--- config.mk ---
export PLATFORM = sky130hd
export DESIGN_NAME = gas_sensor_ppm_converter_core_flat
export DESIGN_NICKNAME = d
export VERILOG_FILES = /design/src/gspc_pkg.sv /design/src/gspc_in_if.sv /design/src/gspc_out_if.sv /design/src/gas_sensor_ppm_converter_core.sv /design/src/flat_wrapper.sv
export SDC_FILE = /design/constraint.sdc
export NUM_CORES = 2
export LEC_CHECK = 0
export ABC_CLOCK_PERIOD_IN_PS = 11400
export BUFFER_PORTS_ARGS = -buffer_cell sky130_fd_sc_hd__buf_2
export CORE_MARGIN = 4
export CORE_UTILIZATION = 37
export CTS_BUF_LIST = sky130_fd_sc_hd__clkbuf_16
export CTS_CLUSTER_SIZE = 8
export DETAILED_ROUTE_END_ITERATION = 16
export PLACE_DENSITY = 0.54
export RECOVER_POWER = 50
export SLEW_MARGIN = 5
export SYNTH_ARGS = -nofsm -noshare
export SYNTH_HDL_FRONTEND = slang
export SYNTH_SLANG_ARGS = --single-unit
--- constraint.sdc ---
create_clock -name i_clk -period 11.4 [get_ports i_clk]
set_input_delay 0 -clock i_clk [delete_from_list [all_inputs] [get_ports i_clk]]
set_output_delay 0 -clock i_clk [all_outputs]
set_load 0.005 [all_outputs]
--- src/gspc_pkg.sv ---
// ----------------------------------------------------------------------------
// gspc_pkg: shared types and constants of the gas sensor ppm converter
// Sizes, reset values, status and register codes, and the Q30 root table
// used by the power-of-two stage.
// ----------------------------------------------------------------------------
package gspc_pkg;

    localparam int WINDOW      = 5000;
    localparam int SAMPLE_BITS = 12;
    localparam int SUM_W       = 28;
    localparam int CNT_W       = 16;
    localparam int RES_W       = 24;
    localparam int CFG_IDX_W   = 2;
    localparam int CFG_DATA_W  = 16;
    localparam int DIV_W       = 40;
    localparam int DSR_W       = 24;
    localparam int MUL_W       = 31;

    localparam logic [CFG_IDX_W-1:0] CFG_LOAD_RES = 2'd0;
    localparam logic [CFG_IDX_W-1:0] CFG_SLOPE    = 2'd1;
    localparam logic [CFG_IDX_W-1:0] CFG_ICPT     = 2'd2;

    localparam logic [15:0]      LOAD_RST  = 16'd2560;
    localparam logic [15:0]      SLOPE_RST = 16'hE785;
    localparam logic [15:0]      ICPT_RST  = 16'd7045;
    localparam logic [RES_W-1:0] REF_RST   = 24'd1024;
    localparam logic [RES_W-1:0] MAX24     = 24'hFFFFFF;
    localparam logic [15:0]      RES_NUM   = 16'd45500;
    localparam logic [17:0]      LOG2_TEN_Q16 = 18'd217706;
    localparam logic [MUL_W-1:0] Q30_ONE   = 31'h4000_0000;

    typedef logic [SAMPLE_BITS-1:0] t_sample;
    typedef logic [RES_W-1:0]       t_res;
    typedef logic [11:0]            t_mean;

    typedef enum logic [1:0] {
        ST_OK         = 2'd0,
        ST_ZERO_MEAN  = 2'd1,
        ST_SAT        = 2'd2,
        ST_ZERO_SLOPE = 2'd3
    } t_status;

    typedef logic [MUL_W-1:0] t_root_tab [16];

    function automatic logic [63:0] f_isqrt(input logic [63:0] val);
        logic [63:0] v;
        logic [63:0] r;
        logic [63:0] b;
        v = val;
        r = '0;
        b = 64'h4000_0000_0000_0000;
        for (int i = 0; i < 32; i++) begin
            if (v >= r + b) begin
                v = v - (r + b);
                r = (r >> 1) + b;
            end else begin
                r = r >> 1;
            end
            b = b >> 2;
        end
        return r;
    endfunction

    // 2^(2^-(k+1)) in Q30
    function automatic t_root_tab f_root_tab();
        t_root_tab tab;
        tab[0] = MUL_W'(f_isqrt(64'd2 << 60));
        for (int k = 1; k < 16; k++) begin
            tab[k] = MUL_W'(f_isqrt({33'b0, tab[k-1]} << 30));
        end
        return tab;
    endfunction

    localparam t_root_tab ROOT_TAB = f_root_tab();

    function automatic logic [15:0] f_times11(input logic [11:0] m);
        return ({4'b0, m} << 3) + ({4'b0, m} << 1) + {4'b0, m};
    endfunction

endpackage

--- src/gspc_in_if.sv ---
// ----------------------------------------------------------------------------
// gspc_in_if: sample channel
// Valid/ready channel carrying one converter code and the calibrate flag.
// ----------------------------------------------------------------------------
interface gspc_in_if;
    import gspc_pkg::*;

    logic    valid;
    logic    ready;
    t_sample sample;
    logic    calibrate;

    modport source (output valid, output sample, output calibrate, input ready);
    modport sink   (input valid, input sample, input calibrate, output ready);
endinterface

--- src/gspc_out_if.sv ---
// ----------------------------------------------------------------------------
// gspc_out_if: result channel
// Valid/ready channel carrying one per-window conversion result.
// ----------------------------------------------------------------------------
interface gspc_out_if;
    import gspc_pkg::*;

    logic    valid;
    logic    ready;
    t_mean   mean_code;
    t_res    sensor_res;
    t_res    res_ratio;
    t_res    gas_ppm;
    logic    calibrated;
    t_status status;

    modport source (output valid, output mean_code, output sensor_res, output res_ratio,
                    output gas_ppm, output calibrated, output status, input ready);
    modport sink   (input valid, input mean_code, input sensor_res, input res_ratio,
                    input gas_ppm, input calibrated, input status, output ready);
endinterface

--- src/gas_sensor_ppm_converter_core.sv ---
// ----------------------------------------------------------------------------
// gas_sensor_ppm_converter_core: windowed gas sensor ppm converter
// Sample items enter on i_sample_ch; every WINDOW-th item produces one result
// item on o_result_ch (mean code, resistance, ratio, ppm, calibrated, status).
// Registers load_resistance, curve_slope, curve_intercept are written through
// i_cfg_we / i_cfg_idx / i_cfg_data. The user must write them only while the
// block is idle; the block itself does not enforce it. Throughput: one sample
// item per cycle inside a window, as long as no finished result waits for
// the output register. The last item of a window starts a sequencer that runs
// a bit-serial divider (four passes) and a bit-serial multiplier (one pass for
// resistance, sixteen squarings for log2, one for the intercept term and up
// to sixteen for 2^x), plus a normalize and a shift, and takes no sample.
// The result sits in an output register; the next window is accumulated
// while it waits. If it is still not taken when the next result is ready,
// the sequencer holds and sample intake stops.
// Reset (synchronous, active low) clears the window, sets the reference to
// 4.0 kilo-ohm and the registers to their defaults; no result is pending.
// ----------------------------------------------------------------------------
module gas_sensor_ppm_converter_core (
    input  logic                                i_clk,
    input  logic                                i_rst_n,
    input  logic                                i_cfg_we,
    input  logic [gspc_pkg::CFG_IDX_W-1:0]      i_cfg_idx,
    input  logic [gspc_pkg::CFG_DATA_W-1:0]     i_cfg_data,
    gspc_in_if.sink                             i_sample_ch,
    gspc_out_if.source                          o_result_ch
);
    import gspc_pkg::*;

    typedef enum logic [12:0] {
        S_ACC       = 13'b0000000000001,
        S_MEAN      = 13'b0000000000010,
        S_RES_MUL   = 13'b0000000000100,
        S_RES_DIV   = 13'b0000000001000,
        S_RAT_DIV   = 13'b0000000010000,
        S_CHECK     = 13'b0000000100000,
        S_LOG_NORM  = 13'b0000001000000,
        S_LOG_SQ    = 13'b0000010000000,
        S_IC_MUL    = 13'b0000100000000,
        S_T_DIV     = 13'b0001000000000,
        S_POW_SEL   = 13'b0010000000000,
        S_POW_MUL   = 13'b0100000000000,
        S_POW_SHIFT = 13'b1000000000000
    } t_state_base;

    typedef t_state_base t_state;

    localparam logic [5:0] LAST_DIV = 6'(DIV_W - 1);
    localparam logic [5:0] LAST_MUL = 6'(MUL_W - 1);
    localparam logic signed [41:0] T_BIAS = 42'sd524288;
    localparam logic signed [41:0] T_SAT  = 42'sd1572864;

    t_state              r_state;
    logic                r_done;
    logic [SUM_W-1:0]    r_sum;
    logic [CNT_W-1:0]    r_count;
    logic [RES_W-1:0]    r_ref;
    logic [15:0]         r_load;
    logic [15:0]         r_slope;
    logic [15:0]         r_icpt;
    logic                r_out_valid;
    logic [5:0]          r_cnt;
    logic [4:0]          r_k;

    logic [DIV_W-1:0]    r_quo;
    logic [DSR_W:0]      r_rem;
    logic [DSR_W-1:0]    r_dsr;
    logic [MUL_W-1:0]    r_mul_a;
    logic [2*MUL_W-1:0]  r_prod;

    t_mean               r_mean;
    t_res                r_res;
    t_res                r_ratio;
    t_res                r_ppm;
    logic                r_sat;
    logic                r_cal;
    logic                r_cal_req;
    logic                r_zero;
    logic [MUL_W-1:0]    r_x;
    logic [4:0]          r_p;
    logic [15:0]         r_frac;
    logic                r_neg;
    logic [4:0]          r_ip;
    logic [15:0]         r_f;
    logic [MUL_W-1:0]    r_m;

    t_mean               r_o_mean;
    t_res                r_o_res;
    t_res                r_o_ratio;
    t_res                r_o_ppm;
    logic                r_o_cal;
    t_status             r_o_status;

    logic                in_fire;
    logic                last_smp;
    logic [SUM_W:0]      sum_add;
    logic [SUM_W-1:0]    sum_sat;

    logic [DSR_W:0]      rem_sh;
    logic [DSR_W+1:0]    rem_dif;
    logic                div_ge;
    logic [DSR_W:0]      div_rem_n;
    logic [DIV_W-1:0]    div_quo_n;

    logic [MUL_W:0]      mul_add;
    logic [2*MUL_W-1:0]  mul_prod_n;

    t_mean               mean_clip;
    t_res                res_clip;
    t_res                ref_use;
    t_res                ratio_clip;
    logic [31:0]         sq;
    logic [MUL_W-1:0]    sq_x;
    logic [16:0]         icpt_mag;
    logic [16:0]         slope_mag;
    logic [20:0]         ic_mag;
    logic signed [23:0]  log_val;
    logic signed [23:0]  ic_val;
    logic signed [23:0]  num_val;
    logic [23:0]         num_mag;
    logic signed [41:0]  t_val;

    assign in_fire  = i_sample_ch.valid && i_sample_ch.ready;
    assign last_smp = in_fire && (r_count == CNT_W'(WINDOW - 1));
    assign sum_add  = {1'b0, r_sum} + (SUM_W+1)'(i_sample_ch.sample);
    assign sum_sat  = sum_add[SUM_W] ? '1 : sum_add[SUM_W-1:0];

    // restoring divider step
    assign rem_sh    = {r_rem[DSR_W-1:0], r_quo[DIV_W-1]};
    assign rem_dif   = {1'b0, rem_sh} - {2'b0, r_dsr};
    assign div_ge    = !rem_dif[DSR_W+1];
    assign div_rem_n = div_ge ? rem_dif[DSR_W:0] : rem_sh;
    assign div_quo_n = {r_quo[DIV_W-2:0], div_ge};

    // shift-add multiplier step, multiplier in the low half
    assign mul_add    = {1'b0, r_prod[2*MUL_W-1:MUL_W]} + {1'b0, (r_prod[0] ? r_mul_a : '0)};
    assign mul_prod_n = {mul_add, r_prod[MUL_W-1:1]};

    assign mean_clip  = (|div_quo_n[DIV_W-1:12]) ? 12'hFFF : div_quo_n[11:0];
    assign res_clip   = (|div_quo_n[DIV_W-1:RES_W]) ? MAX24 : div_quo_n[RES_W-1:0];
    assign ratio_clip = res_clip;
    assign ref_use    = r_cal_req ? res_clip : r_ref;

    assign sq   = mul_prod_n[61:30];
    assign sq_x = sq[31] ? sq[31:1] : sq[30:0];

    assign icpt_mag  = r_icpt[15] ? (17'd0 - {1'b1, r_icpt}) : {1'b0, r_icpt};
    assign slope_mag = r_slope[15] ? (17'd0 - {1'b1, r_slope}) : {1'b0, r_slope};
    assign ic_mag    = mul_prod_n[32:12];
    assign log_val   = $signed({8'({3'b0, r_p}) - 8'd16, r_frac});
    assign ic_val    = r_icpt[15] ? -$signed({3'b0, ic_mag}) : $signed({3'b0, ic_mag});
    assign num_val   = log_val - ic_val;
    assign num_mag   = num_val[23] ? 24'(-num_val) : num_val;
    assign t_val     = r_neg ? (T_BIAS - $signed({2'b0, div_quo_n}))
                             : (T_BIAS + $signed({2'b0, div_quo_n}));

    assign i_sample_ch.ready     = (r_state == S_ACC) && !r_done;
    assign o_result_ch.valid     = r_out_valid;
    assign o_result_ch.mean_code = r_o_mean;
    assign o_result_ch.sensor_res = r_o_res;
    assign o_result_ch.res_ratio = r_o_ratio;
    assign o_result_ch.gas_ppm   = r_o_ppm;
    assign o_result_ch.calibrated = r_o_cal;
    assign o_result_ch.status    = r_o_status;

    always_ff @(posedge i_clk) begin
        if (!i_rst_n) begin
            r_state     <= S_ACC;
            r_done      <= 1'b0;
            r_sum       <= '0;
            r_count     <= '0;
            r_ref       <= REF_RST;
            r_load      <= LOAD_RST;
            r_slope     <= SLOPE_RST;
            r_icpt      <= ICPT_RST;
            r_out_valid <= 1'b0;
            r_cnt       <= '0;
            r_k         <= '0;
        end else begin
            if (i_cfg_we) begin
                unique case (i_cfg_idx)
                    CFG_LOAD_RES: r_load  <= i_cfg_data;
                    CFG_SLOPE:    r_slope <= i_cfg_data;
                    CFG_ICPT:     r_icpt  <= i_cfg_data;
                    default: ;
                endcase
            end

            // finished result waits here for the output register
            if (r_done && (!r_out_valid || o_result_ch.ready)) begin
                r_done      <= 1'b0;
                r_out_valid <= 1'b1;
                r_o_mean    <= r_mean;
                r_o_res     <= r_res;
                r_o_ratio   <= r_ratio;
                r_o_ppm     <= r_ppm;
                r_o_cal     <= r_cal;
                r_o_status  <= r_zero ? ST_ZERO_MEAN :
                               (r_slope == 16'd0) ? ST_ZERO_SLOPE :
                               r_sat ? ST_SAT : ST_OK;
            end else if (o_result_ch.valid && o_result_ch.ready) begin
                r_out_valid <= 1'b0;
            end

            unique case (r_state)
                S_ACC: begin
                    if (in_fire) begin
                        r_count <= r_count + 16'd1;
                        r_sum   <= sum_sat;
                        if (last_smp) begin
                            r_count   <= '0;
                            r_sum     <= '0;
                            r_quo     <= DIV_W'(sum_sat);
                            r_rem     <= '0;
                            r_dsr     <= DSR_W'(WINDOW);
                            r_cnt     <= '0;
                            r_cal_req <= i_sample_ch.calibrate;
                            r_sat     <= 1'b0;
                            r_cal     <= 1'b0;
                            r_zero    <= 1'b0;
                            r_res     <= '0;
                            r_ratio   <= '0;
                            r_ppm     <= '0;
                            r_state   <= S_MEAN;
                        end
                    end
                end
                S_MEAN: begin
                    r_rem <= div_rem_n;
                    r_quo <= div_quo_n;
                    r_cnt <= r_cnt + 6'd1;
                    if (r_cnt == LAST_DIV) begin
                        r_cnt <= '0;
                        if (div_quo_n == '0) begin
                            r_mean  <= '0;
                            r_zero  <= 1'b1;
                            r_done  <= 1'b1;
                            r_state <= S_ACC;
                        end else begin
                            r_mean  <= mean_clip;
                            r_mul_a <= MUL_W'(r_load);
                            r_prod  <= {31'b0, MUL_W'(RES_NUM - f_times11(mean_clip))};
                            r_state <= S_RES_MUL;
                        end
                    end
                end
                S_RES_MUL: begin
                    r_prod <= mul_prod_n;
                    r_cnt  <= r_cnt + 6'd1;
                    if (r_cnt == LAST_MUL) begin
                        r_cnt   <= '0;
                        r_quo   <= DIV_W'(mul_prod_n[31:0]);
                        r_rem   <= '0;
                        r_dsr   <= DSR_W'(f_times11(r_mean));
                        r_state <= S_RES_DIV;
                    end
                end
                S_RES_DIV: begin
                    r_rem <= div_rem_n;
                    r_quo <= div_quo_n;
                    r_cnt <= r_cnt + 6'd1;
                    if (r_cnt == LAST_DIV) begin
                        r_cnt <= '0;
                        r_res <= res_clip;
                        if (|div_quo_n[DIV_W-1:RES_W]) begin
                            r_sat <= 1'b1;
                        end
                        if (r_cal_req) begin
                            r_ref <= res_clip;
                            r_cal <= 1'b1;
                        end
                        if (ref_use == '0) begin
                            r_ratio <= MAX24;
                            r_sat   <= 1'b1;
                            r_state <= S_CHECK;
                        end else begin
                            r_quo   <= {res_clip, 16'b0};
                            r_rem   <= '0;
                            r_dsr   <= ref_use;
                            r_state <= S_RAT_DIV;
                        end
                    end
                end
                S_RAT_DIV: begin
                    r_rem <= div_rem_n;
                    r_quo <= div_quo_n;
                    r_cnt <= r_cnt + 6'd1;
                    if (r_cnt == LAST_DIV) begin
                        r_cnt   <= '0;
                        r_ratio <= ratio_clip;
                        if (|div_quo_n[DIV_W-1:RES_W]) begin
                            r_sat <= 1'b1;
                        end
                        r_state <= S_CHECK;
                    end
                end
                S_CHECK: begin
                    if (r_slope == 16'd0) begin
                        r_done  <= 1'b1;
                        r_state <= S_ACC;
                    end else if (r_ratio == '0) begin
                        if (r_slope[15]) begin
                            r_ppm <= MAX24;
                            r_sat <= 1'b1;
                        end
                        r_done  <= 1'b1;
                        r_state <= S_ACC;
                    end else begin
                        r_x     <= {r_ratio, 7'b0};
                        r_p     <= 5'd23;
                        r_state <= S_LOG_NORM;
                    end
                end
                S_LOG_NORM: begin
                    if (r_x[MUL_W-1]) begin
                        r_mul_a <= r_x;
                        r_prod  <= {31'b0, r_x};
                        r_cnt   <= '0;
                        r_k     <= '0;
                        r_frac  <= '0;
                        r_state <= S_LOG_SQ;
                    end else begin
                        r_x <= {r_x[MUL_W-2:0], 1'b0};
                        r_p <= r_p - 5'd1;
                    end
                end
                S_LOG_SQ: begin
                    r_prod <= mul_prod_n;
                    r_cnt  <= r_cnt + 6'd1;
                    if (r_cnt == LAST_MUL) begin
                        r_cnt  <= '0;
                        r_frac <= {r_frac[14:0], sq[31]};
                        r_x    <= sq_x;
                        r_k    <= r_k + 5'd1;
                        if (r_k == 5'd15) begin
                            r_mul_a <= MUL_W'(icpt_mag);
                            r_prod  <= {31'b0, MUL_W'(LOG2_TEN_Q16)};
                            r_state <= S_IC_MUL;
                        end else begin
                            r_mul_a <= sq_x;
                            r_prod  <= {31'b0, sq_x};
                        end
                    end
                end
                S_IC_MUL: begin
                    r_prod <= mul_prod_n;
                    r_cnt  <= r_cnt + 6'd1;
                    if (r_cnt == LAST_MUL) begin
                        r_cnt   <= '0;
                        r_quo   <= DIV_W'({num_mag, 12'b0});
                        r_rem   <= '0;
                        r_dsr   <= DSR_W'(slope_mag);
                        r_neg   <= num_val[23] ^ r_slope[15];
                        r_state <= S_T_DIV;
                    end
                end
                S_T_DIV: begin
                    r_rem <= div_rem_n;
                    r_quo <= div_quo_n;
                    r_cnt <= r_cnt + 6'd1;
                    if (r_cnt == LAST_DIV) begin
                        r_cnt <= '0;
                        priority if (t_val >= T_SAT) begin
                            r_ppm   <= MAX24;
                            r_sat   <= 1'b1;
                            r_done  <= 1'b1;
                            r_state <= S_ACC;
                        end else if (t_val < 0) begin
                            r_done  <= 1'b1;
                            r_state <= S_ACC;
                        end else begin
                            r_ip    <= t_val[20:16];
                            r_f     <= t_val[15:0];
                            r_m     <= Q30_ONE;
                            r_k     <= '0;
                            r_state <= S_POW_SEL;
                        end
                    end
                end
                S_POW_SEL: begin
                    priority if (r_k[4]) begin
                        r_cnt   <= {1'b0, 5'd30 - r_ip};
                        r_state <= S_POW_SHIFT;
                    end else if (r_f[15]) begin
                        r_mul_a <= r_m;
                        r_prod  <= {31'b0, ROOT_TAB[r_k[3:0]]};
                        r_cnt   <= '0;
                        r_state <= S_POW_MUL;
                    end else begin
                        r_k <= r_k + 5'd1;
                        r_f <= {r_f[14:0], 1'b0};
                    end
                end
                S_POW_MUL: begin
                    r_prod <= mul_prod_n;
                    r_cnt  <= r_cnt + 6'd1;
                    if (r_cnt == LAST_MUL) begin
                        r_cnt   <= '0;
                        r_m     <= mul_prod_n[60:30];
                        r_k     <= r_k + 5'd1;
                        r_f     <= {r_f[14:0], 1'b0};
                        r_state <= S_POW_SEL;
                    end
                end
                S_POW_SHIFT: begin
                    if (r_cnt == '0) begin
                        r_ppm   <= r_m[RES_W-1:0];
                        r_done  <= 1'b1;
                        r_state <= S_ACC;
                    end else begin
                        r_m   <= {1'b0, r_m[MUL_W-1:1]};
                        r_cnt <= r_cnt - 6'd1;
                    end
                end
                default: r_state <= S_ACC;
            endcase
        end
    end

`ifndef ASSERT_OFF
    a_state_onehot: assert property (@(posedge i_clk) disable iff (!i_rst_n)
        $onehot(r_state))
        else $error("sequencer state not one-hot");

    a_count_range: assert property (@(posedge i_clk) disable iff (!i_rst_n)
        r_count < CNT_W'(WINDOW))
        else $error("window count reached window length");

    a_window_end: assert property (@(posedge i_clk) disable iff (!i_rst_n)
        last_smp |=> (r_state == S_MEAN) && (r_count == '0))
        else $error("last sample of window did not start conversion");

    a_zero_mean: assert property (@(posedge i_clk) disable iff (!i_rst_n)
        (r_out_valid && (r_o_status == ST_ZERO_MEAN)) |->
        (r_o_res == '0) && (r_o_ppm == '0) && !r_o_cal)
        else $error("zero mean result carries nonzero fields");

    a_zero_slope: assert property (@(posedge i_clk) disable iff (!i_rst_n)
        (r_out_valid && (r_o_status == ST_ZERO_SLOPE)) |-> (r_o_ppm == '0))
        else $error("zero slope result carries nonzero ppm");
`endif

endmodule
--- src/flat_wrapper.sv ---
// flat-port wrapper written by rule: the top's interface ports become plain ports
module gas_sensor_ppm_converter_core_flat import gspc_pkg::*;
  (i_clk, i_rst_n, i_cfg_we, i_cfg_idx, i_cfg_data, i_sample_ch_valid, i_sample_ch_sample, i_sample_ch_calibrate, i_sample_ch_ready, o_result_ch_valid, o_result_ch_mean_code, o_result_ch_sensor_res, o_result_ch_res_ratio, o_result_ch_gas_ppm, o_result_ch_calibrated, o_result_ch_status, o_result_ch_ready);
  gspc_in_if i_sample_ch_i ();
  gspc_out_if o_result_ch_i ();
  input  logic i_clk;
  input  logic i_rst_n;
  input  logic i_cfg_we;
  input  logic [gspc_pkg::CFG_IDX_W-1:0] i_cfg_idx;
  input  logic [gspc_pkg::CFG_DATA_W-1:0] i_cfg_data;
  input wire logic [$bits(i_sample_ch_i.valid)-1:0] i_sample_ch_valid;
  input wire logic [$bits(i_sample_ch_i.sample)-1:0] i_sample_ch_sample;
  input wire logic [$bits(i_sample_ch_i.calibrate)-1:0] i_sample_ch_calibrate;
  output wire logic [$bits(i_sample_ch_i.ready)-1:0] i_sample_ch_ready;
  output wire logic [$bits(o_result_ch_i.valid)-1:0] o_result_ch_valid;
  output wire logic [$bits(o_result_ch_i.mean_code)-1:0] o_result_ch_mean_code;
  output wire logic [$bits(o_result_ch_i.sensor_res)-1:0] o_result_ch_sensor_res;
  output wire logic [$bits(o_result_ch_i.res_ratio)-1:0] o_result_ch_res_ratio;
  output wire logic [$bits(o_result_ch_i.gas_ppm)-1:0] o_result_ch_gas_ppm;
  output wire logic [$bits(o_result_ch_i.calibrated)-1:0] o_result_ch_calibrated;
  output wire logic [$bits(o_result_ch_i.status)-1:0] o_result_ch_status;
  input wire logic [$bits(o_result_ch_i.ready)-1:0] o_result_ch_ready;
  assign i_sample_ch_i.valid = i_sample_ch_valid;
  assign i_sample_ch_i.sample = i_sample_ch_sample;
  assign i_sample_ch_i.calibrate = i_sample_ch_calibrate;
  assign i_sample_ch_ready = i_sample_ch_i.ready;
  assign o_result_ch_valid = o_result_ch_i.valid;
  assign o_result_ch_mean_code = o_result_ch_i.mean_code;
  assign o_result_ch_sensor_res = o_result_ch_i.sensor_res;
  assign o_result_ch_res_ratio = o_result_ch_i.res_ratio;
  assign o_result_ch_gas_ppm = o_result_ch_i.gas_ppm;
  assign o_result_ch_calibrated = o_result_ch_i.calibrated;
  assign o_result_ch_status = o_result_ch_i.status;
  assign o_result_ch_i.ready = o_result_ch_ready;
  gas_sensor_ppm_converter_core u_core (.i_clk(i_clk), .i_rst_n(i_rst_n), .i_cfg_we(i_cfg_we), .i_cfg_idx(i_cfg_idx), .i_cfg_data(i_cfg_data), .i_sample_ch(i_sample_ch_i), .o_result_ch(o_result_ch_i));
endmodule
==> flow_summary.html <==
<table>
<tr><th>Metric</th><th>Value</th></tr>
<tr><th colspan="2">Outcome</th></tr>
<tr><td>Result of the run</td><td>finished with violations</td></tr>
<tr><td>Failing checks</td><td>max-capacitance violations, max-slew violations</td></tr>
<tr><th colspan="2">Clocking</th></tr>
<tr><td>Clock tree sinks</td><td>between 600 and 700</td></tr>
<tr><td>CTS root buffer</td><td>clkbuf_16</td></tr>
<tr><td>Clock tree from TritonCTS</td><td>yes</td></tr>
<tr><td>Clock latency on the worst-skew pair</td><td>0.69 ns</td></tr>
<tr><td>Setup Buffers After CTS</td><td>0</td></tr>
<tr><td>TritonCTS Buffers</td><td>87</td></tr>
<tr><td>Clock transition at path regs</td><td>~0.050 ns</td></tr>
<tr><td>Total of cells resized after clock tree synthesis</td><td>0</td></tr>
<tr><td>Maximum buffer depth of the clock tree</td><td>3</td></tr>
<tr><td>Hold buffers post-CTS</td><td>28</td></tr>
<tr><td>Count of H-tree levels built during CTS</td><td>3</td></tr>
<tr><th colspan="2">Placed design</th></tr>
<tr><td>Placed cell count</td><td>approximately 5,100</td></tr>
<tr><td>Total cell area at the placement stage</td><td>~38,000 um2</td></tr>
<tr><td>Half-perimeter wire length after detailed placement</td><td>around 94,000 um</td></tr>
<tr><td>RePlAce Congestion</td><td>~0.94</td></tr>
<tr><td>Worst slack at placement</td><td>~4.3 ns</td></tr>
<tr><td>Port Buffers</td><td>approximately 120</td></tr>
<tr><th colspan="2">Power and ir drop</th></tr>
<tr><td>Switching power total</td><td>~1.2 mW</td></tr>
<tr><td>PnR Total Power</td><td>approximately 5.0 mW</td></tr>
<tr><td>Internal cell power</td><td>between 3 and 4 mW</td></tr>
<tr><td>Peak supply drop</td><td>~0.00009 V</td></tr>
<tr><td>Power Density</td><td>123 nW/um2</td></tr>
<tr><td>Portion of total power attributed to combinational logic</td><td>0.047</td></tr>
<tr><td>Static power due to leakage</td><td>15.4 nW</td></tr>
<tr><td>Sequential share of power</td><td>0.470</td></tr>
<tr><td>Net Sw Frac</td><td>0.238</td></tr>
<tr><td>Share of total power in the clock network</td><td>0.483</td></tr>
<tr><th colspan="2">Routing</th></tr>
<tr><td>Number of DRC markers in iteration 0</td><td>approximately 3,400</td></tr>
<tr><td>Vias per cell</td><td>roughly 6</td></tr>
<tr><td>Antenna viol nets, final</td><td>0</td></tr>
<tr><td>Final routed wirelength across all metal layers</td><td>~130,000 um</td></tr>
<tr><td>WL/cell</td><td>about 25 um</td></tr>
<tr><td>Vias</td><td>~31,000</td></tr>
<tr><td>Post-detailed-route DRC marker count</td><td>0</td></tr>
<tr><td>Number of iterations in the first detailed-routing pass</td><td>6</td></tr>
<tr><th colspan="2">Timing</th></tr>
<tr><td>Worst Max-Slew Pin Slew</td><td>~4 ns</td></tr>
<tr><td>Final clock skew</td><td>~0.055 ns</td></tr>
<tr><td>Accumulated negative setup slack</td><td>0 ns</td></tr>
<tr><td>Min cycle time layout</td><td>~8.0 ns</td></tr>
<tr><td>Worst hold slack</td><td>~0.035 ns</td></tr>
<tr><td>Min setup slack post-route</td><td>between 3 and 4 ns</td></tr>
<tr><td>RSZ-0062 raised after global routing</td><td>no</td></tr>
<tr><td>Setup violation total in the final timing report</td><td>0</td></tr>
<tr><td>Final number of hold-violating endpoints</td><td>0</td></tr>
<tr><td>Worst relative slew slack</td><td>-1.62</td></tr>
<tr><td>Final period utilization</td><td>0.702</td></tr>
<tr><td>Achievable clock frequency</td><td>between 100 and 150 MHz</td></tr>
<tr><td>Max-slew violation count</td><td>~550</td></tr>
<tr><th colspan="2">Die</th></tr>
<tr><td>Total Die Area</td><td>just over 100,000 um2</td></tr>
<tr><td>Die width</td><td>321 um</td></tr>
<tr><td>Initial core utilization</td><td>0.374</td></tr>
<tr><td>Vertical extent of the die</td><td>around 320 um</td></tr>
<tr><td>Number of top-level pins</td><td>about 130</td></tr>
<tr><td>Row count</td><td>between 100 and 150</td></tr>
<tr><td>Placeable core region</td><td>between 90,000 and 100,000 um2</td></tr>
<tr><th colspan="2">Finish</th></tr>
<tr><td>Cell area after layout</td><td>40,800 um2</td></tr>
<tr><td>Count of non-filler cells in the finished layout</td><td>5,265</td></tr>
<tr><td>Number of filler instances in the final layout</td><td>between 9,000 and 10,000</td></tr>
<tr><td>Total Nets Final</td><td>between 4,000 and 5,000</td></tr>
<tr><td>Area delta synth-&gt;final</td><td>12.8%</td></tr>
<tr><td>Share of layout cells above drive strength 1</td><td>0.0718</td></tr>
<tr><td>Core Util, Final</td><td>0.422</td></tr>
<tr><th colspan="2">Worst setup path</th></tr>
<tr><td>Worst path max stage delay</td><td>around 1.3 ns</td></tr>
<tr><td>Crit path cell chain</td><td>ha_1, nor2b_1, o2111ai_1, a31oi_1, o211ai_1, a211oi_1, or2_0, inv_1, ha_1, nand2b_1, nor4_2, a31oi_1, nor4_1, mux2_2, nor4_1, nand4_1, nor4_4, a21oi_1, a211o_1, a311oi_4, buf_4</td></tr>
<tr><td>Cell type of the slowest stage on the worst timing path</td><td>or2_0</td></tr>
<tr><td>Kind of critical path</td><td>reg -&gt; reg</td></tr>
<tr><td>Family with the most delay on the worst path</td><td>compound AO/OA/AOI/OAI gates</td></tr>
<tr><td>Critical Path Start Type</td><td>register</td></tr>
<tr><td>Critical Path End Type</td><td>register</td></tr>
<tr><td>Critical path peak fanout</td><td>31</td></tr>
<tr><td>Arrival time reported for the critical path endpoint</td><td>8.30 ns</td></tr>
<tr><td>Required time of the critical path</td><td>~12 ns</td></tr>
<tr><td>Crit path buf inv count</td><td>2</td></tr>
<tr><th colspan="2">GRT</th></tr>
<tr><td>Via count of the first global-routing pass</td><td>roughly 29,000</td></tr>
<tr><td>GR Overflow Total</td><td>0</td></tr>
<tr><td>Total routing usage reported by global routing</td><td>0.244</td></tr>
<tr><td>Wire length of the first global-routing pass</td><td>189,000 um</td></tr>
<tr><td>Number of antenna violations at the first check in global routing</td><td>11</td></tr>
<tr><td>Pin count of the biggest net entering global routing</td><td>68</td></tr>
<tr><th colspan="2">Yosys</th></tr>
<tr><td>Syn_nets</td><td>around 4,000</td></tr>
<tr><td>Synthesized instance count</td><td>3,838</td></tr>
<tr><td>Most used flip-flop cell after synthesis</td><td>edfxtp_1</td></tr>
<tr><td>Most repeated cell in the gate-level netlist after synthesis</td><td>edfxtp_1</td></tr>
<tr><td>Share of Yosys cell area claimed by the top area cell type</td><td>0.383</td></tr>
<tr><td>Synth top cells by count</td><td>461 x edfxtp_1, 454 x nand2_1, 379 x nor2_1</td></tr>
<tr><td>Yosys cell types</td><td>~90</td></tr>
<tr><td>Sequential cell area fraction in the yosys report</td><td>0.461</td></tr>
<tr><td>Fraction of registers with async set/reset</td><td>0</td></tr>
<tr><td>#FFs+latches synth</td><td>roughly 600</td></tr>
<tr><td>Mapped cell area</td><td>approximately 36,000 um2</td></tr>
<tr><td>Yosys warning count</td><td>0</td></tr>
<tr><td>EDFF count, synth</td><td>between 400 and 500</td></tr>
<tr><td>Average cell area after synthesis</td><td>9.43 um2</td></tr>
<tr><td>Yosys top cell by area</td><td>edfxtp_1</td></tr>
<tr><td>Leading cell types by total area after synthesis</td><td>edfxtp_1 38%, dfxtp_1 7.9%, ha_1 5.3%, nand2_1 4.7%, nor2_1 3.9%</td></tr>
<tr><th colspan="2">Job</th></tr>
<tr><td>Number of max-cap violations</td><td>14</td></tr>
<tr><th colspan="2">Min path</th></tr>
<tr><td>Class of the tightest hold or removal check</td><td>in -&gt; reg</td></tr>
</table>
power groups by stage:
stage	logic (mW)	clock network [mW]	registers (mW)
global route	0.258	2.57	2.36
CTS	0.232	2.47	2.36
floorplan	0.139	0	2.40
detailed placement	0.224	0	2.41
global placement	0.223	0	2.41
finish	0.238	2.43	2.36
cells by family after synthesis:
logic type | Yosys count | synth area share
XOR/XNOR | 208 | 0.0506
adder cells (fa/ha/maj) | 176 | 0.0658
buffers and inverters | 366 | 0.0385
AO/OA/AOI/OAI | 1031 | 0.185
flip-flops | 603 | 0.461
AND/OR/NAND/NOR | 1411 | 0.187
multiplexers | 43 | 0.0122
worst reg2reg max path, cell delays in order, from the launching register on:
cell and delay, ns:
edfxtp_1 0.43, ha_1 0.29, nor2b_1 0.16, o2111ai_1 0.17, a31oi_1 0.31, o211ai_1 0.22
a211oi_1 0.68, or2_0 1.29, inv_1 0.18, ha_1 0.27, nand2b_1 0.16, nor4_2 0.11
a31oi_1 0.68, nor4_1 0.10, mux2_2 0.29, nor4_1 0.27, nand4_1 0.17, nor4_4 0.52
a21oi_1 0.13, a211o_1 0.36, a311oi_4 0.36, buf_4 0.47
metal layers:
metal / vias to the layer above / global-route usage / routed length [um]
li1: 14300 / - / -
met1: 15100 / 0.330 / 55100
met2: 1366 / 0.370 / 56100
met3: 250 / 0.0620 / 12100
met4: 4 / 0.104 / 5880
met5: - / 0 / 29
worst paths after layout:
| kind | from | to | slack, ns | cells past startpoint |
|---|---|---|---|---|
| worst max-delay path | u_core.r_rem[0]$_DFFE_PP_ | u_core.r_m[11]$_DFFE_PP_ | 3.40 | 21 |
| worst min-delay path | i_sample_ch_sample[2] | u_core.r_sum[2]$_SDFFE_PN0P_ | 0.03 | 7 |
| worst max register to register | u_core.r_rem[0]$_DFFE_PP_ | u_core.r_m[11]$_DFFE_PP_ | 3.40 | 21 |
| worst min register to register | u_core.r_ppm[14]$_DFFE_PP_ | u_core.o_result_ch.gas_ppm[14]$_DFFE_PP_ | 0.41 | 0 |
area by class of cell:
cell class / instances / area (um2) / area share
Sequential cell: 603 / 16700 / 0.409
Timing Repair Buffer: 215 / 1230 / 0.0300
Clock buffer: 89 / 2230 / 0.0546
Tap cell: 1276 / 1600 / 0.0391
Inverter: 145 / 546 / 0.0134
Antenna cell: 3 / 7.51 / 0.000184
Multi-Input combinational cell: 2869 / 18200 / 0.446
Clock inverter: 65 / 313 / 0.00766
state kept, by name (all words and copies together), names as in the netlist, 13 cells and up:
| register | count |
|---|---|
| u_core.r_prod | 62 |
| u_core.r_quo | 40 |
| u_core.r_m | 31 |
| u_core.r_mul_a | 31 |
| u_core.r_x | 31 |
| u_core.r_sum | 28 |
| u_core.o_result_ch.gas_ppm | 24 |
| u_core.o_result_ch.res_ratio | 24 |
| u_core.o_result_ch.sensor_res | 24 |
| u_core.r_dsr | 24 |
| u_core.r_ppm | 24 |
| u_core.r_ratio | 24 |
| u_core.r_ref | 24 |
| u_core.r_rem | 24 |
| u_core.r_res | 24 |
| u_core.r_count | 16 |
| u_core.r_f | 16 |
| u_core.r_frac | 16 |
| u_core.r_icpt | 16 |
| u_core.r_load | 16 |
| u_core.r_slope | 16 |
| u_core.r_state | 13 |
cells in the final DEF (no fill, tap or decap), types with 63 or more instances in the layout:
cell type,n
and2_1,67
nor3_1,90
ha_1,152
dfxtp_1,142
xor2_1,95
buf_2,63
nand2_1,454
nand3_1,87
nor2_1,374
clkbuf_1,79
inv_1,195
xnor2_1,112
a21oi_1,275
o21ai_0,252
clkbuf_16,89
edfxtp_1,461
(Power assumes the default switching activity.)
